[config.mk]
export PLATFORM = sky130hd
export DESIGN_NAME = sha256_message_hash_top
export DESIGN_NICKNAME = d
export VERILOG_FILES = /design/src/hdl/sha_pkg.sv /design/src/hdl/sha256_message_hash_top.sv /design/src/hdl/sha_front.sv /design/src/hdl/sha_fifo.sv /design/src/hdl/sha_core.sv
export SDC_FILE = /design/constraint.sdc
export NUM_CORES = 2
export LEC_CHECK = 0
export ABC_CLOCK_PERIOD_IN_PS = 35000
export BUFFER_PORTS_ARGS = -buffer_cell sky130_fd_sc_hd__buf_2
export CORE_MARGIN = 2
export CORE_UTILIZATION = 35
export CTS_CLUSTER_SIZE = 8
export DETAILED_ROUTE_END_ITERATION = 7
export SLEW_MARGIN = 20
export SYNTH_ARGS = -nofsm -noshare
export SYNTH_HDL_FRONTEND = slang
export SYNTH_SLANG_ARGS = --single-unit
[constraint.sdc]
create_clock -name clk -period 35 [get_ports clk]
set_input_delay 1.75 -clock clk [delete_from_list [all_inputs] [get_ports clk]]
set_output_delay 1.75 -clock clk [all_outputs]
set_load 0.02 [all_outputs]
[src/hdl/sha_pkg.sv]
// shared types, constants and round-constant table for the sha-256 hasher
package sha_pkg;

    typedef struct packed {
        logic [31:0] word;
        logic        last_blk;
    } blk_word_t;

    typedef logic [31:0] word_t;

    localparam word_t IV [8] = '{
        32'h6a09e667, 32'hbb67ae85, 32'h3c6ef372, 32'ha54ff53a,
        32'h510e527f, 32'h9b05688c, 32'h1f83d9ab, 32'h5be0cd19
    };

    localparam word_t PAD_WORD = 32'h80000000;
    localparam logic [60:0] BYTE_COUNT_MAX = {61{1'b1}};
    localparam logic [3:0] LEN_SLOT = 4'd14;

    function automatic word_t round_k(input logic [5:0] t);
        word_t k;
        unique case (t)
            6'd0:  k = 32'h428a2f98; 6'd1:  k = 32'h71374491;
            6'd2:  k = 32'hb5c0fbcf; 6'd3:  k = 32'he9b5dba5;
            6'd4:  k = 32'h3956c25b; 6'd5:  k = 32'h59f111f1;
            6'd6:  k = 32'h923f82a4; 6'd7:  k = 32'hab1c5ed5;
            6'd8:  k = 32'hd807aa98; 6'd9:  k = 32'h12835b01;
            6'd10: k = 32'h243185be; 6'd11: k = 32'h550c7dc3;
            6'd12: k = 32'h72be5d74; 6'd13: k = 32'h80deb1fe;
            6'd14: k = 32'h9bdc06a7; 6'd15: k = 32'hc19bf174;
            6'd16: k = 32'he49b69c1; 6'd17: k = 32'hefbe4786;
            6'd18: k = 32'h0fc19dc6; 6'd19: k = 32'h240ca1cc;
            6'd20: k = 32'h2de92c6f; 6'd21: k = 32'h4a7484aa;
            6'd22: k = 32'h5cb0a9dc; 6'd23: k = 32'h76f988da;
            6'd24: k = 32'h983e5152; 6'd25: k = 32'ha831c66d;
            6'd26: k = 32'hb00327c8; 6'd27: k = 32'hbf597fc7;
            6'd28: k = 32'hc6e00bf3; 6'd29: k = 32'hd5a79147;
            6'd30: k = 32'h06ca6351; 6'd31: k = 32'h14292967;
            6'd32: k = 32'h27b70a85; 6'd33: k = 32'h2e1b2138;
            6'd34: k = 32'h4d2c6dfc; 6'd35: k = 32'h53380d13;
            6'd36: k = 32'h650a7354; 6'd37: k = 32'h766a0abb;
            6'd38: k = 32'h81c2c92e; 6'd39: k = 32'h92722c85;
            6'd40: k = 32'ha2bfe8a1; 6'd41: k = 32'ha81a664b;
            6'd42: k = 32'hc24b8b70; 6'd43: k = 32'hc76c51a3;
            6'd44: k = 32'hd192e819; 6'd45: k = 32'hd6990624;
            6'd46: k = 32'hf40e3585; 6'd47: k = 32'h106aa070;
            6'd48: k = 32'h19a4c116; 6'd49: k = 32'h1e376c08;
            6'd50: k = 32'h2748774c; 6'd51: k = 32'h34b0bcb5;
            6'd52: k = 32'h391c0cb3; 6'd53: k = 32'h4ed8aa4a;
            6'd54: k = 32'h5b9cca4f; 6'd55: k = 32'h682e6ff3;
            6'd56: k = 32'h748f82ee; 6'd57: k = 32'h78a5636f;
            6'd58: k = 32'h84c87814; 6'd59: k = 32'h8cc70208;
            6'd60: k = 32'h90befffa; 6'd61: k = 32'ha4506ceb;
            6'd62: k = 32'hbef9a3f7; default: k = 32'hc67178f2;
        endcase
        return k;
    endfunction

endpackage

[src/hdl/sha256_message_hash_top.sv]
// sha-256 message hasher: loads each 16-word block, runs 64 rounds, adds into chain
// the core runs one round per cycle and reads no new words until the block is added
// a last word adds padding that may fill one more block, then 8 digest words drain
// the core takes no block while the digest waits to be popped
// rst_n asynchronously returns chain to the initial hash values, counts to zero
module sha256_message_hash_top
    import sha_pkg::*;
(
    input  logic        clk,
    input  logic        rst_n,
    input  logic        push,
    output logic        full,
    input  logic [31:0] message_word,
    input  logic [2:0]  valid_bytes,
    input  logic        last_word,
    output logic        empty,
    input  logic        pop,
    output logic [31:0] digest_word,
    output logic [2:0]  digest_index,
    output logic        digest_last
);

    blk_word_t wq_data, rq_data;
    logic      q_wr, q_rd, q_full, q_empty;

    sha_front u_front (
        .clk(clk), .rst_n(rst_n), .push(push), .full(full),
        .message_word(message_word), .valid_bytes(valid_bytes), .last_word(last_word),
        .q_full(q_full), .q_wr(q_wr), .q_data(wq_data)
    );

    sha_fifo u_fifo (
        .clk(clk), .rst_n(rst_n), .wr(q_wr), .wr_data(wq_data), .q_full(q_full),
        .rd(q_rd), .rd_data(rq_data), .q_empty(q_empty)
    );

    sha_core u_core (
        .clk(clk), .rst_n(rst_n), .q_empty(q_empty), .q_data(rq_data), .q_rd(q_rd),
        .empty(empty), .pop(pop), .digest_word(digest_word),
        .digest_index(digest_index), .digest_last(digest_last)
    );

endmodule

[src/hdl/sha_front.sv]
// front end: accepts message words, counts bytes and appends padding
module sha_front
    import sha_pkg::*;
(
    input  logic        clk,
    input  logic        rst_n,
    input  logic        push,
    output logic        full,
    input  logic [31:0] message_word,
    input  logic [2:0]  valid_bytes,
    input  logic        last_word,
    input  logic        q_full,
    output logic        q_wr,
    output blk_word_t   q_data
);

    typedef enum logic [2:0] {F_IN, F_PAD, F_ZERO, F_LENH, F_LENL} fstate_t;

    fstate_t     state_reg, state_next;
    logic [60:0] count_reg, count_next;
    logic [3:0]  fill_reg, fill_next;
    logic        accept;
    logic [2:0]  nb;
    logic [31:0] keep, mark;
    logic [60:0] add_n, count_sat;
    logic [63:0] bits;

    assign full   = (state_reg != F_IN) || q_full;
    assign accept = push && !full;
    assign nb     = (valid_bytes > 3'd4) ? 3'd4 : valid_bytes;
    assign add_n  = last_word ? {58'd0, nb} : 61'd4;
    assign count_sat = (count_reg > (BYTE_COUNT_MAX - add_n)) ? BYTE_COUNT_MAX
                                                              : count_reg + add_n;
    assign bits   = {count_reg, 3'b000};

    always_comb
    begin
        case (nb)
            3'd0:    begin keep = 32'h00000000; mark = 32'h80000000; end
            3'd1:    begin keep = 32'hff000000; mark = 32'h00800000; end
            3'd2:    begin keep = 32'hffff0000; mark = 32'h00008000; end
            default: begin keep = 32'hffffff00; mark = 32'h00000080; end
        endcase
    end

    always_comb
    begin
        state_next = state_reg;
        count_next = count_reg;
        q_wr = 1'b0;
        q_data.word = 32'd0;
        q_data.last_blk = 1'b0;
        unique case (state_reg)
            F_IN:
            begin
                if (accept)
                begin
                    q_wr = 1'b1;
                    count_next = count_sat;
                    if (!last_word || nb == 3'd4)
                        q_data.word = message_word;
                    else
                        q_data.word = (message_word & keep) | mark;
                    if (last_word)
                        state_next = (nb == 3'd4) ? F_PAD : F_ZERO;
                end
            end
            F_PAD:
            begin
                if (!q_full)
                begin
                    q_wr = 1'b1;
                    q_data.word = PAD_WORD;
                    state_next = F_ZERO;
                end
            end
            F_ZERO:
            begin
                if (fill_reg == LEN_SLOT)
                    state_next = F_LENH;
                else if (!q_full)
                    q_wr = 1'b1;
            end
            F_LENH:
            begin
                if (!q_full)
                begin
                    q_wr = 1'b1;
                    q_data.word = bits[63:32];
                    state_next = F_LENL;
                end
            end
            F_LENL:
            begin
                if (!q_full)
                begin
                    q_wr = 1'b1;
                    q_data.word = bits[31:0];
                    q_data.last_blk = 1'b1;
                    count_next = 61'd0;
                    state_next = F_IN;
                end
            end
            default: state_next = F_IN;
        endcase
        // fill wraps at sixteen words, one block
        fill_next = fill_reg + {3'd0, q_wr};
    end

    always_ff @(posedge clk or negedge rst_n)
    begin
        if (!rst_n)
        begin
            state_reg <= F_IN;
            count_reg <= 61'd0;
            fill_reg  <= 4'd0;
        end
        else
        begin
            state_reg <= state_next;
            count_reg <= count_next;
            fill_reg  <= fill_next;
        end
    end

endmodule

[src/hdl/sha_fifo.sv]
// four-entry word queue between the front end and the compression core
module sha_fifo
    import sha_pkg::*;
(
    input  logic      clk,
    input  logic      rst_n,
    input  logic      wr,
    input  blk_word_t wr_data,
    output logic      q_full,
    input  logic      rd,
    output blk_word_t rd_data,
    output logic      q_empty
);

    blk_word_t   mem_reg [4];
    logic [1:0]  wp_reg, rp_reg;
    logic [2:0]  cnt_reg;

    assign q_full  = (cnt_reg == 3'd4);
    assign q_empty = (cnt_reg == 3'd0);
    assign rd_data = mem_reg[rp_reg];

    always_ff @(posedge clk)
    begin
        if (wr && !q_full)
            mem_reg[wp_reg] <= wr_data;
    end

    always_ff @(posedge clk or negedge rst_n)
    begin
        if (!rst_n)
        begin
            wp_reg  <= 2'd0;
            rp_reg  <= 2'd0;
            cnt_reg <= 3'd0;
        end
        else
        begin
            if (wr && !q_full)
                wp_reg <= wp_reg + 2'd1;
            if (rd && !q_empty)
                rp_reg <= rp_reg + 2'd1;
            cnt_reg <= cnt_reg + {2'd0, wr && !q_full} - {2'd0, rd && !q_empty};
        end
    end

endmodule

[src/hdl/sha_core.sv]
// back end: loads blocks, runs 64 rounds, adds into chain and presents digest
module sha_core
    import sha_pkg::*;
(
    input  logic        clk,
    input  logic        rst_n,
    input  logic        q_empty,
    input  blk_word_t   q_data,
    output logic        q_rd,
    output logic        empty,
    input  logic        pop,
    output logic [31:0] digest_word,
    output logic [2:0]  digest_index,
    output logic        digest_last
);

    typedef enum logic [1:0] {B_LOAD, B_ROUND, B_ADD, B_OUT} bstate_t;

    bstate_t    state_reg;
    logic [3:0] cnt_reg;
    logic [5:0] t_reg;
    logic [2:0] idx_reg;
    logic       fin_reg;
    word_t      chain_reg [8];
    word_t      win_reg [16];
    word_t      v_reg [8];

    word_t s0, s1, w_new, e_sig, a_sig, ch, maj, t1, t2;

    assign q_rd = (state_reg == B_LOAD) && !q_empty;
    assign empty = (state_reg != B_OUT);
    assign digest_word  = chain_reg[idx_reg];
    assign digest_index = idx_reg;
    assign digest_last  = (idx_reg == 3'd7);

    // window holds W[t..t+15]; the new word is W[t+16]
    always_comb
    begin
        s0 = {win_reg[1][6:0], win_reg[1][31:7]} ^ {win_reg[1][17:0], win_reg[1][31:18]}
           ^ (win_reg[1] >> 3);
        s1 = {win_reg[14][16:0], win_reg[14][31:17]}
           ^ {win_reg[14][18:0], win_reg[14][31:19]} ^ (win_reg[14] >> 10);
        w_new = win_reg[0] + s0 + win_reg[9] + s1;
        e_sig = {v_reg[4][5:0], v_reg[4][31:6]} ^ {v_reg[4][10:0], v_reg[4][31:11]}
              ^ {v_reg[4][24:0], v_reg[4][31:25]};
        a_sig = {v_reg[0][1:0], v_reg[0][31:2]} ^ {v_reg[0][12:0], v_reg[0][31:13]}
              ^ {v_reg[0][21:0], v_reg[0][31:22]};
        ch  = (v_reg[4] & v_reg[5]) ^ (~v_reg[4] & v_reg[6]);
        maj = (v_reg[0] & v_reg[1]) ^ (v_reg[0] & v_reg[2]) ^ (v_reg[1] & v_reg[2]);
        t1  = v_reg[7] + e_sig + ch + round_k(t_reg) + win_reg[0];
        t2  = a_sig + maj;
    end

    always_ff @(posedge clk)
    begin
        if (q_rd)
        begin
            for (int i = 0; i < 15; i++)
                win_reg[i] <= win_reg[i + 1];
            win_reg[15] <= q_data.word;
            if (cnt_reg == 4'd15)
                v_reg <= chain_reg;
        end
        else if (state_reg == B_ROUND)
        begin
            for (int i = 0; i < 15; i++)
                win_reg[i] <= win_reg[i + 1];
            win_reg[15] <= w_new;
            v_reg[7] <= v_reg[6];
            v_reg[6] <= v_reg[5];
            v_reg[5] <= v_reg[4];
            v_reg[4] <= v_reg[3] + t1;
            v_reg[3] <= v_reg[2];
            v_reg[2] <= v_reg[1];
            v_reg[1] <= v_reg[0];
            v_reg[0] <= t1 + t2;
        end
    end

    always_ff @(posedge clk or negedge rst_n)
    begin
        if (!rst_n)
        begin
            state_reg <= B_LOAD;
            cnt_reg   <= 4'd0;
            t_reg     <= 6'd0;
            idx_reg   <= 3'd0;
            fin_reg   <= 1'b0;
            chain_reg <= IV;
        end
        else
        begin
            unique case (state_reg)
                B_LOAD:
                begin
                    if (q_rd)
                    begin
                        cnt_reg <= cnt_reg + 4'd1;
                        if (cnt_reg == 4'd15)
                        begin
                            fin_reg   <= q_data.last_blk;
                            t_reg     <= 6'd0;
                            state_reg <= B_ROUND;
                        end
                    end
                end
                B_ROUND:
                begin
                    t_reg <= t_reg + 6'd1;
                    if (t_reg == 6'd63)
                        state_reg <= B_ADD;
                end
                B_ADD:
                begin
                    for (int i = 0; i < 8; i++)
                        chain_reg[i] <= chain_reg[i] + v_reg[i];
                    idx_reg   <= 3'd0;
                    state_reg <= fin_reg ? B_OUT : B_LOAD;
                end
                B_OUT:
                begin
                    if (pop)
                    begin
                        idx_reg <= idx_reg + 3'd1;
                        if (idx_reg == 3'd7)
                        begin
                            chain_reg <= IV;
                            state_reg <= B_LOAD;
                        end
                    end
                end
                default: state_reg <= B_LOAD;
            endcase
        end
    end

endmodule

=== Word-level counts from Yosys, hierarchy flattened ===
Memory sizes are Yosys's and may differ from the RTL's.
Cells that the tools add are included.
W data, S select, Z words.

* Memory bits (writable): 644
* Bits in registers: 603
* Output and inout bits: 38
* Memory bits (read-only): 2,048
* Memories: 3

* Reduce and logical (&&, ||, !) cells: 29
* Bitwise operators: 36
* Mux-type cells: 71
* Add/subtract/negate cells: 28
* Equal/unequal tests: 28
* Order comparisons: 3

{| class="wikitable"
|+ Memories
! memory !! words !! width !! read ports !! clocked after memory_dff !! wr ports !! RTL line !! text
|-
| (name not given) || 64 || 32 || 1 || 0 || 0 || sha_pkg.sv:22 || <nowiki>unique case (t)</nowiki>
|-
| u_core.win_reg || 16 || 32 || 16 || 0 || 16 || sha_core.sv:25 || <nowiki>word_t win_reg [16];</nowiki>
|-
| u_fifo.mem_reg || 4 || 33 || 1 || 0 || 1 || sha_fifo.sv:15 || <nowiki>blk_word_t mem_reg [4];</nowiki>
|}

{| class="wikitable"
|+ Operator list
! operator !! count
|-
| $mux W256 || 5
|-
| $mux W32 || 22
|-
| $add A32 B32 Y32 || 18
|-
| $pmux W256 S2 || 1
|-
| $xor A32 B32 Y32 || 9
|-
| $and A32 B32 Y32 || 6
|-
| $pmux W32 S3 || 2
|-
| $mux W61 || 3
|-
| $pmux W32 S4 || 1
|-
| $pmux W61 S2 || 1
|-
| $bmux W32 S3 || 1
|-
| $add A61 B61 Y61 || 1
|-
| $gt A61 B61 Y1 || 1
|-
| $sub A61 B61 Y61 const A || 1
|-
| $mux W33 || 1
|-
| $not A32 Y32 || 1
|-
| $or A32 B32 Y32 || 1
|-
| $xor A32 B22 Y32 || 1
|-
| $xor A32 B29 Y32 || 1
|-
| $mux W3 || 9
|-
| $ne A2 B2 Y1 const B || 10
|-
| $or A1 B1 Y1 || 16
|-
| $pmux W3 S5 || 1
|-
| $mux W2 || 7
|-
| 36 further kinds || 75
|}

=== Longest topological paths before layout ===
* Word-level depth: 9
* Mapped depth: 43

=== By module ===
Synthesis repeated with hierarchy kept, for this count alone.

* Cell total of the unflattened synthesis: 7,231
* Area, all modules: 76,544.7 um2

{| class="wikitable"
|+ By module, submodules not included
! module !! cells each !! area an instance (um2) !! instances !! sequential area each (um2)
|-
| sha_core || 6,380 || 66,110.9 || 1 || 30,038.8
|-
| sha_fifo || 214 || 5,286.3 || 1 || 4,139.0
|-
| sha_front || 637 || 5,147.4 || 1 || 1,701.6
|}

=== Worst setup path after synthesis ===
OpenSTA, ideal clock, no wires.

* Path kind: register to register
* Start: register u_fifo.cnt_reg[1]
* End: memory u_core.win_reg[0][0] in the netlist's numbering, enable pin
* Setup slack: 21,390 ps
* Setup time: 3,686 ps
* Arrival: 9,924 ps
* Buffers on the path: 3
* Stages on the path, launching flop included: 6
* Cell sequence: dfrtp_1 -> o31ai_1 -> clkbuf_1 -> clkbuf_1 -> buf_1 -> nand2_1

{| class="wikitable"
|+ RTL lines
! item !! RTL line !! text
|-
| from (decl) || sha_fifo.sv:17 || <nowiki>logic [2:0] cnt_reg;</nowiki>
|-
| from (signal assigned) || sha_fifo.sv:43 || <nowiki>cnt_reg <= cnt_reg + {2'd0, wr && !q_full} - {2'd0, rd && !q_empty};</nowiki>
|-
| to (decl) || sha_core.sv:25 ||
|}

=== Worst setup path after layout ===
* Start: register u_core.t_reg[1]
* End: register u_core.v_reg[255] in the netlist's numbering, data pin

* Longest elaborated chain between the ends: 6

{| class="wikitable"
|+ Ends and longest elaborated chain
! item !! RTL line !! text
|-
| from (decl) || sha_core.sv:21 || <nowiki>logic [5:0] t_reg;</nowiki>
|-
| from (signal assigned) || sha_core.sv:109 || <nowiki>t_reg <= t_reg + 6'd1;</nowiki>
|-
| $mem_v2 Z64 W32 || - ||
|-
| $add A32 B32 Y32 (2 in a row) || sha_core.sv:50 || <nowiki>t1 = v_reg[7] + e_sig + ch + round_k(t_reg) + win_reg[0];</nowiki>
|-
| $add A32 B32 Y32 || sha_core.sv:76 || <nowiki>v_reg[0] <= t1 + t2;</nowiki>
|-
| $mux W256 || sha_core.sv:64 || <nowiki>else if (state_reg == B_ROUND)</nowiki>
|-
| $mux W256 || sha_core.sv:56 || <nowiki>if (q_rd)</nowiki>
|-
| to (signal assigned) || sha_core.sv:62 || <nowiki>v_reg <= chain_reg;</nowiki>
|-
| to (decl) || sha_core.sv:26 || <nowiki>word_t v_reg [8];</nowiki>
|}

Every way passes these cells. The select of a mux whose other input is x is not followed.
A chain may end at the register's enable or synchronous reset.

==> flow_metrics.env <==
export IMPL_rsz0062_at_grt="false"
export IMPL_first_global_vias=54300
export IMPL_antenna_found_initial=7
export IMPL_seq_area_um2=35900
export IMPL_ys_seq_area_share_pct=47.7
export IMPL_final_setup_tns_ps=0
export IMPL_worstRegToRegCells=36
export IMPL_worst_setup_path_end_kind="flop"
export IMPL_synthTopCellsByArea="edfxtp_1, dfrtp_1, ha_1, nand2_1, fa_1"
export IMPL_drtPass1Iterations=8
export IMPL_finClkSkew_ps=55.9
export IMPL_multiInputGateArea_um2=36700
export IMPL_outcome="finished, violations left"
export IMPL_start_util_pct=35.1
export IMPL_cpPeakStageDelay_ps=810
export IMPL_ctsResizeCount=0
export IMPL_dieHeight_um=467
export IMPL_syn_avg_cell_area_um2=10.6
export IMPL_power_density_nw_per_um2=38.2
export IMPL_die_area_um2=219000
export IMPL_grt_first_pass_wirelength_um=359000
export IMPL_p_leak_nw=34.5
export IMPL_clock_path_buffers=3
export IMPL_path_class="reg -> reg"
export IMPL_maxSlewHeadroom_pct=23.0
export IMPL_cp_data_arrival_time_ps=11660
export IMPL_gr_total_overflow=0
export IMPL_syn_cell_area_um2=75200
export IMPL_n_fill_cell=20800
export IMPL_synth_nets=7755
export IMPL_drt_iter0_markers=5961
export IMPL_ir_drop_v=0.0000508
export IMPL_hold_viol=0
export IMPL_violations="design-rule violations"
export IMPL_synth_async_sr_flop_share_pct=27.8
export IMPL_grt_max_degree=207
export IMPL_cp_data_required_time_ps=35520
export IMPL_ios=78
export IMPL_yosys_cell_count_top_type="nand2_1"
export IMPL_netlist_top_cells_count="nand2_1, edfxtp_1, a21oi_1, o21ai_0, nor2_1"
export IMPL_clk_pin_slew_ps=50
export IMPL_cts_htree_levels=4
export IMPL_avgViaCountPerCell=5.54
export IMPL_synth_edf_count=900
export IMPL_post_route_drc_count=7
export IMPL_finalNonFillerCells=10100
export IMPL_postCtsHoldBufs=0
export IMPL_tritoncts="yes"
export IMPL_drive_above_1_share_pct=8.88
export IMPL_hold_path_cell_count=0
export IMPL_worst_pin_slew_ps=1140
export IMPL_crit_path_top_delay_cell="dfrtp_1"
export IMPL_synth_top_area_cell="edfxtp_1"
export IMPL_chipWidth_um=467
export IMPL_cp_max_fo=18
export IMPL_hold_path_class="reg -> reg"
export IMPL_rows=170
export IMPL_period_needed_ps=11140
export IMPL_ys_warn_count=0
export IMPL_clockRootBuffer="clkbuf_16"
export IMPL_gp_congestion=0.950
export IMPL_timing_final_crit_share_pct=31.8
export IMPL_maxSlewViolCount=0
export IMPL_nets=7762
export IMPL_power_total_mw=3.20
export IMPL_clkSinkCount=1247
export IMPL_cpMostUsedCell="a21oi_1"
export IMPL_clk_latency_ps=840
export IMPL_startpoint_type="flop"
export IMPL_synth_seq_cells=1247
export IMPL_routedWlPerCell_um=23.9
export IMPL_placeableCoreArea_um2=214000
export IMPL_hpwl_um=175000
export IMPL_drv_cap=0
export IMPL_largest_reg_flops=512
export IMPL_setup_viol=0
export IMPL_port_buffers=77
export IMPL_area_growth_pct=11.5
export IMPL_synth_cells=7110
export IMPL_dp_cells=9778
export IMPL_cts_buffers=175
export IMPL_placed_area_um2=78600
export IMPL_postRouteAntennaNets=0
export IMPL_synth_main_ff_cell="edfxtp_1"
export IMPL_dr_total_vias=55900
export IMPL_synth_top_area_share_pct=35.9
export IMPL_groute_usage_overall_pct=21.8
export IMPL_post_cts_setup_buffer_count=0
export IMPL_ys_types=82
export IMPL_fin_area_um2=83800
export IMPL_wl_um=241000
export IMPL_max_freq_mhz=89.8
critical path: cells and delay by family, from the launching register on:
kind / cells / cell delay (ps)
compound gates: 19 / 3980
fa+ha+maj: 7 / 3390
simple gates: 5 / 1340
flops: 1 / 810
buf+inv: 2 / 730
xor+xnor: 3 / 570
per-stage QoR:
| step | utilization (%) | hold WS [ps] | worst slack, ps |
|---|---|---|---|
| after floorplan | - | 400 | 21390 |
| after global placement | 36.7 | 400 | 24130 |
| after detailed placement | 36.7 | 405 | 24130 |
| after CTS | 39.2 | 385 | 24040 |
| after global routing | 39.2 | 391 | 23150 |
| final | 39.2 | 390 | 23860 |
final timing paths:
path | from | end | slack (ps)
worst min-delay path | u_core.win_reg[0][128] | u_core.win_reg[0][96] | 390
worst max register to register | u_core.t_reg[1] | u_core.v_reg[255] | 23860
min in group asynchronous | rst_n | u_core.chain_reg[162] | 960
worst min register to register | u_core.win_reg[0][128] | u_core.win_reg[0][96] | 390
max in group asynchronous | rst_n | u_core.chain_reg[117] | 31810
worst max-delay path | u_core.t_reg[1] | u_core.v_reg[255] | 23860
power breakdown:
part	internal [mW]	total, mW	switching, mW
clock network	0.941	1.62	0.676
logic	0.00254	0.0144	0.0118
registers	1.57	1.57	0.000104
final cells by class:
| cell class | instances | share of cell area, % |
|---|---|---|
| Inverter | 386 | 1.75 |
| Clock inverter | 16 | 0.455 |
| Tap cell | 2838 | 4.24 |
| Sequential cell | 1247 | 42.8 |
| Antenna cell | 2 | 0.00597 |
| Multi-Input combinational cell | 5150 | 43.8 |
| Clock buffer | 282 | 5.74 |
| Timing Repair Buffer | 157 | 1.23 |
logic make-up after synthesis:
logic type / after synthesis / synth area share (%)
xor gates and xnor gates: 584 / 6.80
AOI/OAI and AO/OA: 1770 / 14.5
and+or+nand+nor: 2035 / 11.6
adders and majority gates: 622 / 12.3
muxes: 139 / 3.56
DFF: 1247 / 47.7
buffers and inverters: 713 / 3.56
per-layer routing:
layer,global-route usage [%],up-vias,share of wire [%]
li1,-,25400,-
met1,31.2,28100,45
met2,33.1,1982,44
met3,3.86,344,7.1
met4,7.19,2,3.3
met5,0,-,0.0050
cells in the final DEF (no fill, tap or decap), types with 95 or more instances in the layout:
cell type,instances
a21o_1,174
a21oi_1,538
clkbuf_1,105
clkbuf_16,176
dfrtp_1,205
dfstp_2,136
edfxtp_1,900
fa_1,197
ha_1,408
inv_1,380
mux4_2,102
nand2_1,1104
nand3_1,95
nor2_1,429
o21ai_0,527
xnor2_1,378
xor2_1,206
(Power assumes the default switching activity.)
